`config.mk`:
```
export PLATFORM = sky130hd
export DESIGN_NAME = sparse_polynomial_term_store_eval
export DESIGN_NICKNAME = d
export VERILOG_FILES = /design/src/hdl/spte_pkg.sv /design/src/hdl/sparse_polynomial_term_store_eval.sv /design/src/hdl/spte_ram.sv
export SDC_FILE = /design/constraint.sdc
export NUM_CORES = 2
export LEC_CHECK = 0
export BUFFER_PORTS_ARGS = -buffer_cell sky130_fd_sc_hd__buf_2
export CAP_MARGIN = 20
export CORE_MARGIN = 4
export CORE_UTILIZATION = 65
export CTS_BUF_LIST = sky130_fd_sc_hd__clkbuf_4 sky130_fd_sc_hd__clkbuf_8 sky130_fd_sc_hd__clkbuf_16
export CTS_CLUSTER_SIZE = 14
export DETAILED_ROUTE_END_ITERATION = 8
export PLACE_DENSITY = 0.82
export SYNTH_ARGS = -nofsm -noshare
export SYNTH_HDL_FRONTEND = slang
export SYNTH_SLANG_ARGS = --single-unit
```
`constraint.sdc`:
```
create_clock -name i_clk -period 11.11 [get_ports i_clk]
set_clock_uncertainty 0.2 [all_clocks]
set_input_delay 1.111 -clock i_clk [delete_from_list [all_inputs] [get_ports i_clk]]
set_output_delay 1.111 -clock i_clk [all_outputs]
set_load 0.005 [all_outputs]
```
`src/hdl/spte_pkg.sv`:
```
// spte_pkg: types, codes and the microcode program of the sparse polynomial store
// used by sparse_polynomial_term_store_eval; depends on nothing
`default_nettype none

package spte_pkg;

    localparam int COEF_W = 32;
    localparam int EXPO_W = 6;
    localparam int STEP_W = 5;

    typedef logic [STEP_W-1:0] t_step;

    typedef struct packed {
        logic [COEF_W-1:0] coef;
        logic [EXPO_W-1:0] expo;
    } t_term;

    typedef enum logic [1:0] {
        OP_CLEAR = 2'd0,
        OP_ADD   = 2'd1,
        OP_EVAL  = 2'd2
    } t_opcode;

    typedef enum logic [4:0] {
        A_NOP,
        A_LATCH,
        A_CLEAR,
        A_INC,
        A_DEC,
        A_MERGE,
        A_WR_TERM,
        A_WR_DOWN,
        A_WR_UP,
        A_WR_NEW,
        A_DEC_CNT,
        A_SET_POS,
        A_SET_FULL,
        A_POW_INIT,
        A_POW_STEP,
        A_TERM_MUL,
        A_ACCUM,
        A_EMIT
    } t_act;

    typedef enum logic [3:0] {
        C_NEVER,
        C_ALWAYS,
        C_NOSTART,
        C_OP_ADD,
        C_OP_EVAL,
        C_OP_NCLR,
        C_IDX_EQ_CNT,
        C_EXP_EQ,
        C_EXP_LT,
        C_TERM_NZ,
        C_IDX1_GE_CNT,
        C_CNT_FULL,
        C_IDX_EQ_POS,
        C_E_GT1
    } t_cond;

    typedef struct packed {
        t_act  act;
        t_cond cond;
        t_step target;
    } t_uword;

    localparam t_step S_IDLE      = 5'd0;
    localparam t_step S_DSP_ADD   = 5'd1;
    localparam t_step S_DSP_EVAL  = 5'd2;
    localparam t_step S_DSP_NONE  = 5'd3;
    localparam t_step S_CLEAR     = 5'd4;
    localparam t_step S_SRCH      = 5'd5;
    localparam t_step S_SRCH_EQ   = 5'd6;
    localparam t_step S_SRCH_LT   = 5'd7;
    localparam t_step S_SRCH_NXT  = 5'd8;
    localparam t_step S_MERGE     = 5'd9;
    localparam t_step S_MERGE_WR  = 5'd10;
    localparam t_step S_DEL       = 5'd11;
    localparam t_step S_DEL_INC   = 5'd12;
    localparam t_step S_DEL_RD    = 5'd13;
    localparam t_step S_DEL_WR    = 5'd14;
    localparam t_step S_DEL_END   = 5'd15;
    localparam t_step S_INS       = 5'd16;
    localparam t_step S_SHIFT     = 5'd17;
    localparam t_step S_SHIFT_DEC = 5'd18;
    localparam t_step S_SHIFT_RD  = 5'd19;
    localparam t_step S_SHIFT_WR  = 5'd20;
    localparam t_step S_INS_WR    = 5'd21;
    localparam t_step S_FULL      = 5'd22;
    localparam t_step S_EVAL      = 5'd23;
    localparam t_step S_EVAL_LD   = 5'd24;
    localparam t_step S_POW       = 5'd25;
    localparam t_step S_TERM_MUL  = 5'd26;
    localparam t_step S_ACCUM     = 5'd27;
    localparam t_step S_EMIT      = 5'd28;

    function automatic t_uword uop(input t_act a, input t_cond c, input t_step t);
        t_uword w;
        w.act    = a;
        w.cond   = c;
        w.target = t;
        return w;
    endfunction

    // control store: on a true condition go to target, else to the next step
    function automatic t_uword uc_rom(input t_step pc);
        t_uword w;
        case (pc)
            S_IDLE:      w = uop(A_LATCH,    C_NOSTART,     S_IDLE);
            S_DSP_ADD:   w = uop(A_NOP,      C_OP_ADD,      S_SRCH);
            S_DSP_EVAL:  w = uop(A_NOP,      C_OP_EVAL,     S_EVAL);
            S_DSP_NONE:  w = uop(A_NOP,      C_OP_NCLR,     S_EMIT);
            S_CLEAR:     w = uop(A_CLEAR,    C_ALWAYS,      S_EMIT);
            S_SRCH:      w = uop(A_NOP,      C_IDX_EQ_CNT,  S_INS);
            S_SRCH_EQ:   w = uop(A_NOP,      C_EXP_EQ,      S_MERGE);
            S_SRCH_LT:   w = uop(A_NOP,      C_EXP_LT,      S_INS);
            S_SRCH_NXT:  w = uop(A_INC,      C_ALWAYS,      S_SRCH);
            S_MERGE:     w = uop(A_MERGE,    C_NEVER,       S_IDLE);
            S_MERGE_WR:  w = uop(A_WR_TERM,  C_TERM_NZ,     S_EMIT);
            S_DEL:       w = uop(A_NOP,      C_IDX1_GE_CNT, S_DEL_END);
            S_DEL_INC:   w = uop(A_INC,      C_NEVER,       S_IDLE);
            S_DEL_RD:    w = uop(A_NOP,      C_NEVER,       S_IDLE);
            S_DEL_WR:    w = uop(A_WR_DOWN,  C_ALWAYS,      S_DEL);
            S_DEL_END:   w = uop(A_DEC_CNT,  C_ALWAYS,      S_EMIT);
            S_INS:       w = uop(A_SET_POS,  C_CNT_FULL,    S_FULL);
            S_SHIFT:     w = uop(A_NOP,      C_IDX_EQ_POS,  S_INS_WR);
            S_SHIFT_DEC: w = uop(A_DEC,      C_NEVER,       S_IDLE);
            S_SHIFT_RD:  w = uop(A_NOP,      C_NEVER,       S_IDLE);
            S_SHIFT_WR:  w = uop(A_WR_UP,    C_ALWAYS,      S_SHIFT);
            S_INS_WR:    w = uop(A_WR_NEW,   C_ALWAYS,      S_EMIT);
            S_FULL:      w = uop(A_SET_FULL, C_ALWAYS,      S_EMIT);
            S_EVAL:      w = uop(A_NOP,      C_IDX_EQ_CNT,  S_EMIT);
            S_EVAL_LD:   w = uop(A_POW_INIT, C_NEVER,       S_IDLE);
            S_POW:       w = uop(A_POW_STEP, C_E_GT1,       S_POW);
            S_TERM_MUL:  w = uop(A_TERM_MUL, C_NEVER,       S_IDLE);
            S_ACCUM:     w = uop(A_ACCUM,    C_ALWAYS,      S_EVAL);
            S_EMIT:      w = uop(A_EMIT,     C_ALWAYS,      S_IDLE);
            default:     w = uop(A_NOP,      C_ALWAYS,      S_IDLE);
        endcase
        return w;
    endfunction

endpackage

`default_nettype wire

```
`src/hdl/sparse_polynomial_term_store_eval.sv`:
```
// clear empties the table and the unused opcode changes nothing; add searches the terms in
// order, then merges into a match (deleting it when the sum is zero) or shifts later terms
// up and inserts; evaluate has the sequencer walk the term ram one entry at a time, with
// one power step per exponent bit (at least one) for each stored term
// one item at a time: busy is high from accept until the o_done beat, which the
// receiver cannot stall; synchronous active-low reset empties the table
`default_nettype none

module sparse_polynomial_term_store_eval #(
    parameter int MAX_TERMS = 16
) (
    input  wire                 i_clk,
    input  wire                 i_rst_n,
    input  wire                 start,
    output logic                busy,
    input  wire [1:0]           i_opcode,
    input  wire signed [15:0]   i_term_coefficient,
    input  wire [5:0]           i_term_exponent,
    input  wire signed [15:0]   i_eval_point,
    output logic                o_done,
    output logic signed [31:0]  o_poly_value,
    output logic                o_table_full
);

    localparam int CW = $clog2(MAX_TERMS + 1);
    localparam int AW = $clog2(MAX_TERMS);
    localparam int TW = $bits(spte_pkg::t_term);

    spte_pkg::t_step  r_pc, n_pc;
    spte_pkg::t_uword uw;
    logic             jump;

    logic [CW-1:0] r_idx, n_idx, r_pos, n_pos, r_count, n_count;
    logic [CW-1:0] idx_p1, idx_m1;
    logic [1:0]    r_op, n_op;
    logic [31:0]   r_coef, n_coef, r_x, n_x, r_sum, n_sum, r_term, n_term;
    logic [31:0]   r_cf, n_cf, r_pa, n_pa, r_base, n_base;
    logic [5:0]    r_expo, n_expo, r_e, n_e;
    logic          r_full, n_full;
    logic          n_done;
    logic [31:0]   n_poly;

    logic [31:0]   mul_x, mul_y;
    logic [63:0]   mul_a, mul_b;

    logic             ram_we;
    logic [AW-1:0]    ram_waddr;
    spte_pkg::t_term  ram_wdata, ram_rdata;

    spte_ram #(
        .WIDTH (TW),
        .DEPTH (MAX_TERMS)
    ) u_ram (
        .i_clk   (i_clk),
        .i_we    (ram_we),
        .i_waddr (ram_waddr),
        .i_wdata (ram_wdata),
        .i_raddr (r_idx[AW-1:0]),
        .o_rdata (ram_rdata)
    );

    assign uw     = spte_pkg::uc_rom(r_pc);
    assign busy   = (r_pc != spte_pkg::S_IDLE);
    assign idx_p1 = r_idx + CW'(1);
    assign idx_m1 = r_idx - CW'(1);

    assign mul_a = mul_x * mul_y;
    assign mul_b = r_base * r_base;

    always_comb begin
        case (uw.cond)
            spte_pkg::C_NEVER:       jump = 1'b0;
            spte_pkg::C_ALWAYS:      jump = 1'b1;
            spte_pkg::C_NOSTART:     jump = !start;
            spte_pkg::C_OP_ADD:      jump = (r_op == spte_pkg::OP_ADD);
            spte_pkg::C_OP_EVAL:     jump = (r_op == spte_pkg::OP_EVAL);
            spte_pkg::C_OP_NCLR:     jump = (r_op != spte_pkg::OP_CLEAR);
            spte_pkg::C_IDX_EQ_CNT:  jump = (r_idx == r_count);
            spte_pkg::C_EXP_EQ:      jump = (ram_rdata.expo == r_expo);
            spte_pkg::C_EXP_LT:      jump = (ram_rdata.expo < r_expo);
            spte_pkg::C_TERM_NZ:     jump = (r_term != 32'd0);
            spte_pkg::C_IDX1_GE_CNT: jump = (idx_p1 >= r_count);
            spte_pkg::C_CNT_FULL:    jump = (r_count == CW'(MAX_TERMS));
            spte_pkg::C_IDX_EQ_POS:  jump = (r_idx == r_pos);
            spte_pkg::C_E_GT1:       jump = (r_e > 6'd1);
            default:                 jump = 1'b0;
        endcase
        n_pc = jump ? uw.target : r_pc + spte_pkg::t_step'(1);
    end

    always_comb begin
        n_idx     = r_idx;
        n_pos     = r_pos;
        n_count   = r_count;
        n_op      = r_op;
        n_coef    = r_coef;
        n_x       = r_x;
        n_sum     = r_sum;
        n_term    = r_term;
        n_cf      = r_cf;
        n_pa      = r_pa;
        n_base    = r_base;
        n_expo    = r_expo;
        n_e       = r_e;
        n_full    = r_full;
        n_done    = 1'b0;
        n_poly    = 32'd0;
        mul_x     = r_pa;
        mul_y     = r_base;
        ram_we    = 1'b0;
        ram_waddr = r_idx[AW-1:0];
        ram_wdata = ram_rdata;
        case (uw.act)
            spte_pkg::A_LATCH: begin
                n_op   = i_opcode;
                n_coef = {{16{i_term_coefficient[15]}}, i_term_coefficient};
                n_expo = i_term_exponent;
                n_x    = {{16{i_eval_point[15]}}, i_eval_point};
                n_sum  = 32'd0;
                n_full = 1'b0;
                n_idx  = '0;
            end
            spte_pkg::A_CLEAR:   n_count = '0;
            spte_pkg::A_INC:     n_idx = idx_p1;
            spte_pkg::A_DEC:     n_idx = idx_m1;
            spte_pkg::A_MERGE:   n_term = ram_rdata.coef + r_coef;
            spte_pkg::A_WR_TERM: begin
                ram_we         = 1'b1;
                ram_wdata.coef = r_term;
                ram_wdata.expo = r_expo;
            end
            spte_pkg::A_WR_DOWN: begin
                ram_we    = 1'b1;
                ram_waddr = idx_m1[AW-1:0];
            end
            spte_pkg::A_WR_UP: begin
                ram_we    = 1'b1;
                ram_waddr = idx_p1[AW-1:0];
            end
            spte_pkg::A_WR_NEW: begin
                ram_we         = 1'b1;
                ram_wdata.coef = r_coef;
                ram_wdata.expo = r_expo;
                n_count        = r_count + CW'(1);
            end
            spte_pkg::A_DEC_CNT: n_count = r_count - CW'(1);
            spte_pkg::A_SET_POS: begin
                n_pos = r_idx;
                n_idx = r_count;
            end
            spte_pkg::A_SET_FULL: n_full = 1'b1;
            spte_pkg::A_POW_INIT: begin
                n_pa   = 32'd1;
                n_base = r_x;
                n_e    = ram_rdata.expo;
                n_cf   = ram_rdata.coef;
            end
            spte_pkg::A_POW_STEP: begin
                if (r_e[0]) begin
                    n_pa = mul_a[31:0];
                end
                n_base = mul_b[31:0];
                n_e    = r_e >> 1;
            end
            spte_pkg::A_TERM_MUL: begin
                mul_x  = r_cf;
                mul_y  = r_pa;
                n_term = mul_a[31:0];
            end
            spte_pkg::A_ACCUM: begin
                n_sum = r_sum + r_term;
                n_idx = idx_p1;
            end
            spte_pkg::A_EMIT: begin
                n_done = 1'b1;
                n_poly = r_sum;
            end
            default: begin
            end
        endcase
    end

    always_ff @(posedge i_clk) begin
        if (!i_rst_n) begin
            r_pc         <= spte_pkg::S_IDLE;
            r_count      <= '0;
            o_done       <= 1'b0;
            o_poly_value <= '0;
            o_table_full <= 1'b0;
        end else begin
            r_pc         <= n_pc;
            r_count      <= n_count;
            o_done       <= n_done;
            o_poly_value <= n_poly;
            o_table_full <= n_done & r_full;
        end
    end

    always_ff @(posedge i_clk) begin
        r_idx  <= n_idx;
        r_pos  <= n_pos;
        r_op   <= n_op;
        r_coef <= n_coef;
        r_x    <= n_x;
        r_sum  <= n_sum;
        r_term <= n_term;
        r_cf   <= n_cf;
        r_pa   <= n_pa;
        r_base <= n_base;
        r_expo <= n_expo;
        r_e    <= n_e;
        r_full <= n_full;
    end

endmodule

`default_nettype wire

```
`src/hdl/spte_ram.sv`:
```
// spte_ram: generic single write port ram with registered read
// no dependencies
`default_nettype none

module spte_ram #(
    parameter int WIDTH = 8,
    parameter int DEPTH = 16
) (
    input  wire                      i_clk,
    input  wire                      i_we,
    input  wire [$clog2(DEPTH)-1:0]  i_waddr,
    input  wire [WIDTH-1:0]          i_wdata,
    input  wire [$clog2(DEPTH)-1:0]  i_raddr,
    output logic [WIDTH-1:0]         o_rdata
);

    logic [WIDTH-1:0] r_mem [DEPTH];

    always_ff @(posedge i_clk) begin
        if (i_we) begin
            r_mem[i_waddr] <= i_wdata;
        end
        o_rdata <= r_mem[i_raddr];
    end

endmodule

`default_nettype wire

```
Word level (Yosys, flattened, before mapping)

Memories as Yosys holds them, arrays and structs flattened. A register that Yosys moved wholly into a read port is not among the register bits.
Cells that the tools add are included.
Widths: inputs -> output; s select.

Reductions and logical operators: 14
Add/subtract/negate cells: 7
Shift-type cells: 0
Equal/unequal tests: 37
Order comparisons: 3
Bitwise gates (word level): 1
Multipliers: 2
Divide/modulo/power cells: 0
Muxes and demuxes: 20

Operators by type and width:

| kind                | count |
|---|---|
| $pmux 32 s2         | 4 |
| $mux 32             | 3 |
| $pmux 38 s2         | 1 |
| $add 32x32->32      | 2 |
| $mul 32x32->32      | 2 |
| $eq 5x4->1 const B  | 8 |
| $reduce_bool 32->1  | 1 |
| $eq 4x4->1 const B  | 6 |
| $eq 5x3->1 const B  | 4 |
| $pmux 5 s4          | 1 |
| $eq 4x3->1 const B  | 4 |
| $add 5x1->5 const B | 3 |
| $eq 5x5->1 const B  | 3 |
| $pmux 5 s3          | 1 |
| $pmux 1 s13         | 1 |
| $pmux 6 s2          | 1 |
| $eq 5x2->1 const B  | 2 |
| $eq 5x5->1          | 2 |
| $mux 5              | 2 |
| $reduce_bool 2->1   | 5 |
| $sub 5x1->5 const B | 2 |
| $eq 4x2->1 const B  | 2 |
| $pmux 4 s2          | 1 |
| $eq 6x6->1          | 1 |
| 18 further kinds    | 22 |

Memories: 2
Bits in registers: 261
Logic and storage cells: 104
Output and inout bits: 35
RAM bits: 608
Memory bits (read-only): 448
Latch bits: 0
Input port bits: 43

Memory list:

| name            | depth | width | rd ports | clocked after Yosys merged registers in | write ports | RTL line        | text |
|---|---|---|---|---|---|---|---|
| u_ram.r_mem     | 16    | 38    | 1        | 1                                       | 1           | spte_ram.sv:17  | `logic [WIDTH-1:0] r_mem [DEPTH];` |
| (no name shown) | 32    | 14    | 1        | 1                                       | 0           | spte_pkg.sv:109 | `case (pc)` |

Longest topological paths before layout

Word-level depth: 5
Mapped depth: 35
Mapped depth without buffers: 30

By module

From an unflattened synthesis, not the netlist that was laid out.

Cells, all modules: 5736
Area, all modules: 67760.0 um^2

Modules (own cells, without submodules):

| module                            | instances | seq. area each (um^2) | cells each | area an instance (um^2) |
|---|---|---|---|---|
| sparse_polynomial_term_store_eval | 1         | 7677.4                | 4747       | 44189.9 |
| spte_ram                          | 1         | 19018.2               | 989        | 23570.1 |

Worst setup path after synthesis

OpenSTA, ideal clock, no wires.

Kind: register to register
Start point: reg, netlist name uw[12]
End point: reg r_term[26], data pin
Data required time: 10.639 ns
Setup time: 0.271 ns
Period minus slack after synthesis: 8.619 ns
Setup slack: 2.491 ns
Arrival: 8.148 ns
Path buffers: 5
Cell stages (with the launch flop): 33
Path through: dfxtp_1 -> clkbuf_1 -> nand3b_2 -> nor2_4 -> buf_2 -> buf_1 -> clkbuf_1 -> clkbuf_1 -> nand2_1 -> nand2_1 -> nand2_1 -> fa_1 -> inv_1 -> fa_1 -> fa_1 -> inv_1 -> fa_1 -> inv_1 -> fa_1 -> fa_1 -> fa_1 -> fa_1 -> ha_1 -> a21o_1 -> a21o_1 -> a21o_1 -> a2bb2oi_1 -> o21ai_1 -> o31ai_1 -> nand2b_1 -> a21oi_1 -> xor2_1 -> mux2i_1

Cells in the longest elaborated chain, start to end: 4
Elaborated cells between the ends (all ways): 6
Classes of those cells: mul: 1; eq/ne: 2; mux: 3

RTL lines:

| what                 | RTL line                                 | text |
|---|---|---|
| $eq 5x4->1           | sparse_polynomial_term_store_eval.sv:113 | `case (uw.act)` |
| $mux 32              | sparse_polynomial_term_store_eval.sv:113 |  |
| $mul 32x32->32       | sparse_polynomial_term_store_eval.sv:67  | `assign mul_a = mul_x * mul_y;` |
| $pmux 32 s2 (*)      | sparse_polynomial_term_store_eval.sv:113 |  |
| via n_term[26]       | sparse_polynomial_term_store_eval.sv:36  | `logic [31:0] r_coef, n_coef, r_x, n_x, r_sum, n_sum, r_term, n_term;` |
| to (signal assigned) | sparse_polynomial_term_store_eval.sv:206 | `r_term <= n_term;` |
| to (decl)            | sparse_polynomial_term_store_eval.sv:36  |  |

The timed path passes the listed nets; every way through them passes the cells marked *.
A chain may end at the register's enable or synchronous reset.

Worst setup path in the final report

Start point: reg, netlist name uw[12]
End point: reg r_term[30], data pin

Cells in the longest elaborated chain, start to end: 4
Elaborated cells between the ends (all ways): 6
Classes of those cells: mul: 1; eq/ne: 2; mux: 3

RTL lines:

| what            | RTL line |
|---|---|
| $eq 5x4->1      | sparse_polynomial_term_store_eval.sv:113 |
| $mux 32         | sparse_polynomial_term_store_eval.sv:113 |
| $mul 32x32->32  | sparse_polynomial_term_store_eval.sv:67 |
| $pmux 32 s2 (*) | sparse_polynomial_term_store_eval.sv:113 |
| via n_term[30]  | sparse_polynomial_term_store_eval.sv:36 |

Marked as above.

==> impl_results.md <==
* Status: finished clean
* Port bufs at 77
* Vias at 45150
* Via density per instance at 6.302
* Worst Path Arrival at 10.25 ns
* Setup Crit Path Kind: reg -> reg
* Htree depth at 3
* Mapped Avg Cell Area at 12.01 µm²
* Post-synthesis sequential area ratio at 39.47%
* CTS tree: yes
* CTS clock-pin slew for the worst setup and hold paths at 0.07 ns
* Fillers at 6912
* Synth async-reset ratio at 0%
* Most common cell after layout, fill and taps aside: inv_1
* Req. time, crit path at 11.34 ns
* Core area at 103300 µm²
* Die Ht at 330.6 µm
* Crit share post-route at 90.17%
* WL per Instance at 26.97 µm
* Grt ovf at 0
* Post-Syn Area at 67640 µm²
* Synth Net Count at 6793
* Unrepaired setup endpoints after global routing: no
* Most frequent cells in the layout: 933 x inv_1, 825 x edfxtp_1, 778 x fa_1
* Hold_buf cts at 0
* DRT Pass-1 Iters at 7
* Initial core utilization at 65.45%
* Fmax at 99.82 MHz
* DRT Wirelength at 193.2 mm
* Vias in the first global route at 47600
* GRT Overall Usage at 36.39%
* Largest net degree at the start of global routing at 159
* Max_slew headroom at 19.03%
* Final-report max-slew violation count at 0
* Clock insertion delay at the later pin of the skew report at 0.72 ns
* Initial antenna violation count at 9
* Clk sinks at 921
* Area after DPL at 70040 µm²
* Number of library cell types mapped by synthesis at 81
* Count of flip-flops with a built-in enable after synthesis at 825
* Post-detail-place hpwl at 132.4 mm
* Final TNS setup at 0 ns
* Post-Synthesis Cells at 5631
* Post-CTS sizing at 0
* Final hold vios at 0
* Worst Hold Margin at 0.2887 ns
* CP startpoint kind: register
* Crit path capture type: register
* Die width at 330.6 µm
* Initial DRC Count at 5320
* Count of final setup violators at 0
* Maxcap violations at 0
* Root Buffer: clkbuf_16
* Hold Path Class: reg -> reg
* Final Cell Area at 73260 µm²
* Critical path peak fanout at 25
* Share of post-route cells with drive strength above 1 at 11.21%
* Post-synthesis register bit count at 921
* Nets at 6864
* Row count at 118
* RD Place Congestion at 1.010
* DRC violation count after routing at 0
* Layout area overhead at 8.305%
* Post-DRT Antenna Nets at 0
* Sequential Area at 26700 µm²
* Post-CTS setup buffers at 0
* Slew of the pin with the lowest slew margin at 1.202 ns
* Synth warnings at 0
* Clk buf depth at 3
* First-pass GRT wire length at 292.8 mm
* Crit path time final at 10.02 ns
* Io pins at 78
* Full die area at 109300 µm²
* CTS Buf Count at 92
* Prevailing post-synth register cell: edfxtp_1
* Area of the multi-input gates at 36820 µm²
## cell type report
cell class / count / area share (%)
multi-input cells: 3553 / 50.25
flip-flops and latches: 921 / 36.44
inverters: 937 / 4.801
clock buffers: 126 / 3.607
well taps: 1380 / 2.357
repair buffers: 197 / 1.802
clock inverters: 47 / 0.7293
diodes: 3 / 0.01025
## state kept, by name (all words and copies together), names as in the netlist, 2 cells and up
name and count:
r_cf 32, r_idx 5, r_e 6, o_poly_value 32, r_op 2, r_sum 32, r_coef 16, r_x 16
r_expo 6, r_term 32, r_pc 5, r_pa 32, u_ram.o_rdata 38, r_pos 5, u_ram.r_mem 608, r_count 5
uw 14, r_base 32
## per-layer routing
metal  part of all wire (%)  routed length, µm  track usage (%)  vias to the layer above
li1                       -                  -                -                    18780
met1                     36              69430            48.39                    22700
met2                     46              89670            57.09                     2992
met3                     12              22660            8.858                      680
met4                    5.9              11440            17.63                        4
met5                  0.014                 27                0                        -
## cell usage after synthesis (6+ instances only)
cell | number | area, µm²
nand2b_1 | 47 | 294.0
inv_1 | 934 | 3506
o21a_1 | 16 | 120.1
xnor2_1 | 139 | 1217
and3_1 | 13 | 81.33
a211oi_1 | 13 | 97.59
or2_2 | 28 | 175.2
or3_1 | 15 | 93.84
o211ai_1 | 12 | 90.09
nor3_1 | 35 | 175.2
a21o_1 | 68 | 510.5
o21ai_0 | 114 | 570.6
a31oi_1 | 18 | 112.6
buf_2 | 9 | 45.04
nand3_1 | 31 | 155.2
nand4_1 | 10 | 62.56
nor4_1 | 15 | 93.84
a21oi_1 | 125 | 625.6
a2111oi_0 | 7 | 61.31
xor2_1 | 65 | 569.3
fa_1 | 778 | 15570
mux4_2 | 190 | 4279
and2_1 | 163 | 1020
a211o_1 | 6 | 52.55
nand2_1 | 539 | 2023
ha_1 | 341 | 4267
buf_1 | 24 | 90.09
clkbuf_1 | 187 | 701.9
nor2_1 | 509 | 1911
a221o_1 | 20 | 200.2
mux2i_1 | 67 | 670.6
edfxtp_1 | 825 | 24770
a22oi_1 | 25 | 187.7
mux2_2 | 6 | 67.56
dfxtp_1 | 96 | 1922
nor2b_1 | 22 | 137.6
o31ai_1 | 12 | 90.09
o21bai_1 | 16 | 120.1
## kinds of logic (layout without fill, tap and decap cells)
kind of cell	count (synthesis)	in the layout	synth area share (%)
xor+xnor	209	209	2.808
flops	921	921	39.47
buf+inv	1157	1307	6.437
other cells	0	3	0
fa+ha+maj	1119	1119	29.33
compound gates	509	509	5.013
mux	264	264	7.434
simple gates	1452	1452	9.509
## worst max-delay path, stage by stage, from the launching register on
cell and delay, ns:
dfxtp_1 0.67, nand3b_2 0.30, nor2_4 0.78, buf_4 0.31, mux2i_2 0.89, nor2_1 0.15
fa_1 0.48, fa_1 0.49, inv_1 0.06, fa_1 0.50, fa_1 0.51, inv_1 0.04
ha_1 0.27, ha_1 0.30, fa_1 0.53, fa_1 0.43, ha_1 0.38, a21o_1 0.23
a21o_1 0.18, a221oi_1 0.33, a2bb2oi_1 0.20, o21ai_1 0.10, o31ai_1 0.65, a21o_1 0.24
a31oi_1 0.11, xnor2_1 0.26, mux2i_1 0.12
## final timing paths
path | cells past startpoint | from | slack [ns] | end
max | 26 | uw[12]$_DFF_P_ | 1.09 | r_term[30]$_DFFE_PP_
min | 1 | r_full$_DFFE_PP_ | 0.29 | o_table_full$_SDFF_PN0_
max reg2reg | 26 | uw[12]$_DFF_P_ | 1.09 | r_term[30]$_DFFE_PP_
min reg2reg | 1 | r_full$_DFFE_PP_ | 0.29 | o_table_full$_SDFF_PN0_
## through the flow
| step | utilization, % | instances | worst slack, ns |
|---|---|---|---|
| after CTS | 70.85 | 7157 | 1.159 |
| final | 70.89 | 7164 | 1.092 |
| after detailed placement | 67.77 | 6984 | 1.305 |
| after global placement | 67.75 | 6982 | 1.512 |
| after floorplan | - | 5631 | 2.491 |
| after global routing | 70.88 | 7162 | 0.7421 |
Power is left out: the tool's default activity adds up to more than one toggle a clock period on the data nets, which glitch-free logic cannot reach.
